### config.mk
export PLATFORM = sky130hd
export DESIGN_NAME = gsa_ram
export DESIGN_NICKNAME = d
export VERILOG_FILES = /design/src/gsa_ram.sv
export SDC_FILE = /design/constraint.sdc
export NUM_CORES = 1
export LEC_CHECK = 0
export ABC_AREA = 1
export BUFFER_PORTS_ARGS = -buffer_cell sky130_fd_sc_hd__buf_2
export CAP_MARGIN = 20
export CORE_UTILIZATION = 40
export CTS_CLUSTER_SIZE = 20
export DETAILED_ROUTE_END_ITERATION = 8
export PLACE_DENSITY_LB_ADDON = 0.25
export SYNTH_ARGS = -nofsm -noshare
export SYNTH_HDL_FRONTEND = slang
export SYNTH_SLANG_ARGS = --single-unit
### constraint.sdc
create_clock -name i_clk -period 2.9 [get_ports i_clk]
set_input_delay 0.87 -clock i_clk [delete_from_list [all_inputs] [get_ports i_clk]]
set_output_delay 0.87 -clock i_clk [all_outputs]
set_load 0.1 [all_outputs]
### src/gsa_ram.sv
module gsa_ram #(
    parameter int WIDTH = 8,
    parameter int DEPTH = 16
) (
    input  logic                     i_clk,
    input  logic                     i_we,
    input  logic [$clog2(DEPTH)-1:0] i_waddr,
    input  logic [WIDTH-1:0]         i_wdata,
    input  logic                     i_re,
    input  logic [$clog2(DEPTH)-1:0] i_raddr,
    output logic [WIDTH-1:0]         o_rdata
);

    logic [WIDTH-1:0] r_mem [DEPTH];
    logic [WIDTH-1:0] r_rdata;

    // write one entry, register the read
    always_ff @(posedge i_clk) begin
        if (i_we) begin
            r_mem[i_waddr] <= i_wdata;
        end
        if (i_re) begin
            r_rdata <= r_mem[i_raddr];
        end
    end

    assign o_rdata = r_rdata;

endmodule

==> metrics <==
synth warn 0; syn avg cell area 10.61 sq um; RSZ-0062 raised after global routing no; met3 WL 785 um; CP bufs+invs 1; crit-path cells buf_2; WL met2 5893 um; # DRC 0; maximum clock rate 477.2 MHz; CTS resizes 0; Final Setup Violations 0; placed cell count 740; Overflow after GRT 0; First DRT Iteration DRCs 338; setup TNS 0 ps; vias 3647; CTS H-tree lvls 4; Synth Register Bits 136; CP max-delay cell buf_2; number of fill cells ~1300; Root Driver clkbuf_16; Longest Clk Path Bufs 2; Worst EP required 2030 ps; drt first pass iters 5; Synth Instances 551; Worst Setup Start Kind flip-flop; commonest non-fill, non-tap cell in the layout nand2_1; worst clock skew 8.883 ps; Final Hold Viols 0; Die ar. 15100 sq um; fin crit share 72.27%; sequential area share after synthesis 69.85%; Cell variety after synth 11; largest net degree at the start of global routing 65; Reg2Reg Depth 6; peak supply drop between 300 and 400 uV; number of port buffers 26; vias in the first global route 3487; sw frac 21.95%; I/O Pins 27; Placement Cell Area 6113 sq um; register-to-register setup slack 1730 ps; leakage approximately 2.8 nW; WL final approximately 12000 um; Post-DRT Antenna Nets 0; Net Sw Power 965.0 uW; Worst R2R End o_rdata[1]$_DFFE_PP_; GPL Wtd Cong roughly 0.77; Die Ht 122.9 um; Sequential Power Share a little over 50%; Clock Power Share 41.9%; Nets roughly 600; Synth Net Count 570; CTS tree yes; Ant. Diodes 0; max layer used met4; clock latency on the worst-skew pair 410 ps; Hold WC Path Type reg2reg; most frequent cells in the layout 173 x nand2_1, 136 x edfxtp_1, 100 x inv_1; Yosys top cell by area edfxtp_1; design area 6613 sq um; P&R area growth vs syn 13.10%; Total GRT Usage 18.44%; Clock Pin Slew Worst Setup and Hold Paths 50 ps; combinational share of power 7.4%; # Max-Cap Violations 0; layout cells sized above 1 9.338%; global-route wire length before repair 19330 um; Crit path depth 1; Syn Std Cell Area ~6000 sq um; Worst Tran Pin Value 849.9 ps; Hold Buf Count CTS 0; largest delay contributor family on the critical path buffers and inverters; vias per cell 4.743; Critical Path Sink Type primary output; CP startpoint o_rdata[5]$_DFFE_PP_; CTS sink cnt between 100 and 150; Starting Density 41.48%; Worst R2R Start r_mem[3][1]$_DFFE_PP_; slowest stage delay, CP 440 ps; Tmin final 2096 ps; met1 WL 5568 um; Power Density about 660 nW/um^2; synth top area cells edfxtp_1 70%, nand2_1 11%, nand3_1 8.3%; DR WL/cell roughly 16 um; CP Class reg2out; Slew headroom 43.13%; Yosys top cell area share between 60% and 70%; Int Pwr approximately 3.4 mW; non-filler instance count after layout 769; initial antenna violation count 0; WP data arrival 1230 ps; hpwl dp between 7000 and 8000 um; postcts setup bufs 0; status finished clean; Pwr Total 4.397 mW; CTS Buf Count 17; Final Max Tran Viols 0; Die Wd around 120 um; Rows 43; critical path fanouts, max 1; core area 14100 sq um; CP endpoint o_rdata[5]
[final cells by class]
cell class	instances	area (sq um)	area share, %
clock buffer	21	440.4	6.660
clock inverter	8	58.81	0.8893
inverter	102	382.9	5.790
multi-input combinational	289	1214	18.35
sequential	136	4084	61.76
tap	180	225.2	3.406
timing repair buffer	33	207.7	3.141
[sequential cells by signal (all words and copies together), names as in the netlist]
signal and count:
o_rdata 8, r_mem 128
[cells in the mapped netlist (all sizes together)]
library cell  number
edfxtp           136
nand3b             2
nand3             97
nor2              17
nand2            173
buf               24
inv              102
[per-layer routing]
| metal | GRT usage [%] | up-vias |
|---|---|---|
| met5 | 0 | - |
| met4 | 7.774 | 0 |
| met1 | 23.94 | 1715 |
| met2 | 29.21 | 91 |
| met3 | 4.982 | 11 |
| li1 | - | 1830 |
[cell families after synthesis]
kind of cell  synth area share, %
buf+inv                     9.394
flops                       69.85
simple gates                20.76
[per-stage QoR]
step | util [%] | hold WS, ps | setup WS, ps
after floorplan | - | 682.9 | 1079
after global placement | 43.37 | 738.3 | 637.7
after detailed placement | 43.37 | 747.8 | 589.4
after CTS | 46.91 | 765.1 | 780.8
after global routing | 46.91 | 807.6 | 748.7
final | 46.91 | 759.0 | 804.3
[worst min-delay path by stage]
| stage | from | to | slack [ps] | cells after the start |
|---|---|---|---|---|
| 3_3_place_gp | r_mem[10][0]$_DFFE_PP_ | o_rdata[0]$_DFFE_PP_ | 740 | 6 |
| 5_1_grt | i_re | o_rdata[6]$_DFFE_PP_ | 810 | 1 |
| 4_1_cts | r_mem[10][7]$_DFFE_PP_ | o_rdata[7]$_DFFE_PP_ | 770 | 6 |
| 6_report | r_mem[10][7]$_DFFE_PP_ | o_rdata[7]$_DFFE_PP_ | 760 | 6 |
| 2_1_floorplan | r_mem[10][0]$_DFFE_PP_ | o_rdata[0]$_DFFE_PP_ | 680 | 6 |
| 3_5_place_dp | r_mem[10][3]$_DFFE_PP_ | o_rdata[3]$_DFFE_PP_ | 750 | 6 |
[power by group through the flow]
stage                     sequential [mW]  clock (mW)  combinational [mW]
after CTS                            2.23        1.88               0.329
after global routing                 2.23        1.95               0.356
after detailed placement             2.27           0               0.327
after global placement               2.27           0               0.324
after floorplan                      2.33           0               0.155
final                                2.23        1.84               0.325
[worst min-delay path, stage by stage, from the launching register on]
cell and delay, ps:
edfxtp_1 310, nand2_1 50, nand2_1 50, nand2_1 50
nand3_1 60, nand3_1 60, nand2_1 70
(Power assumes the default switching activity.)
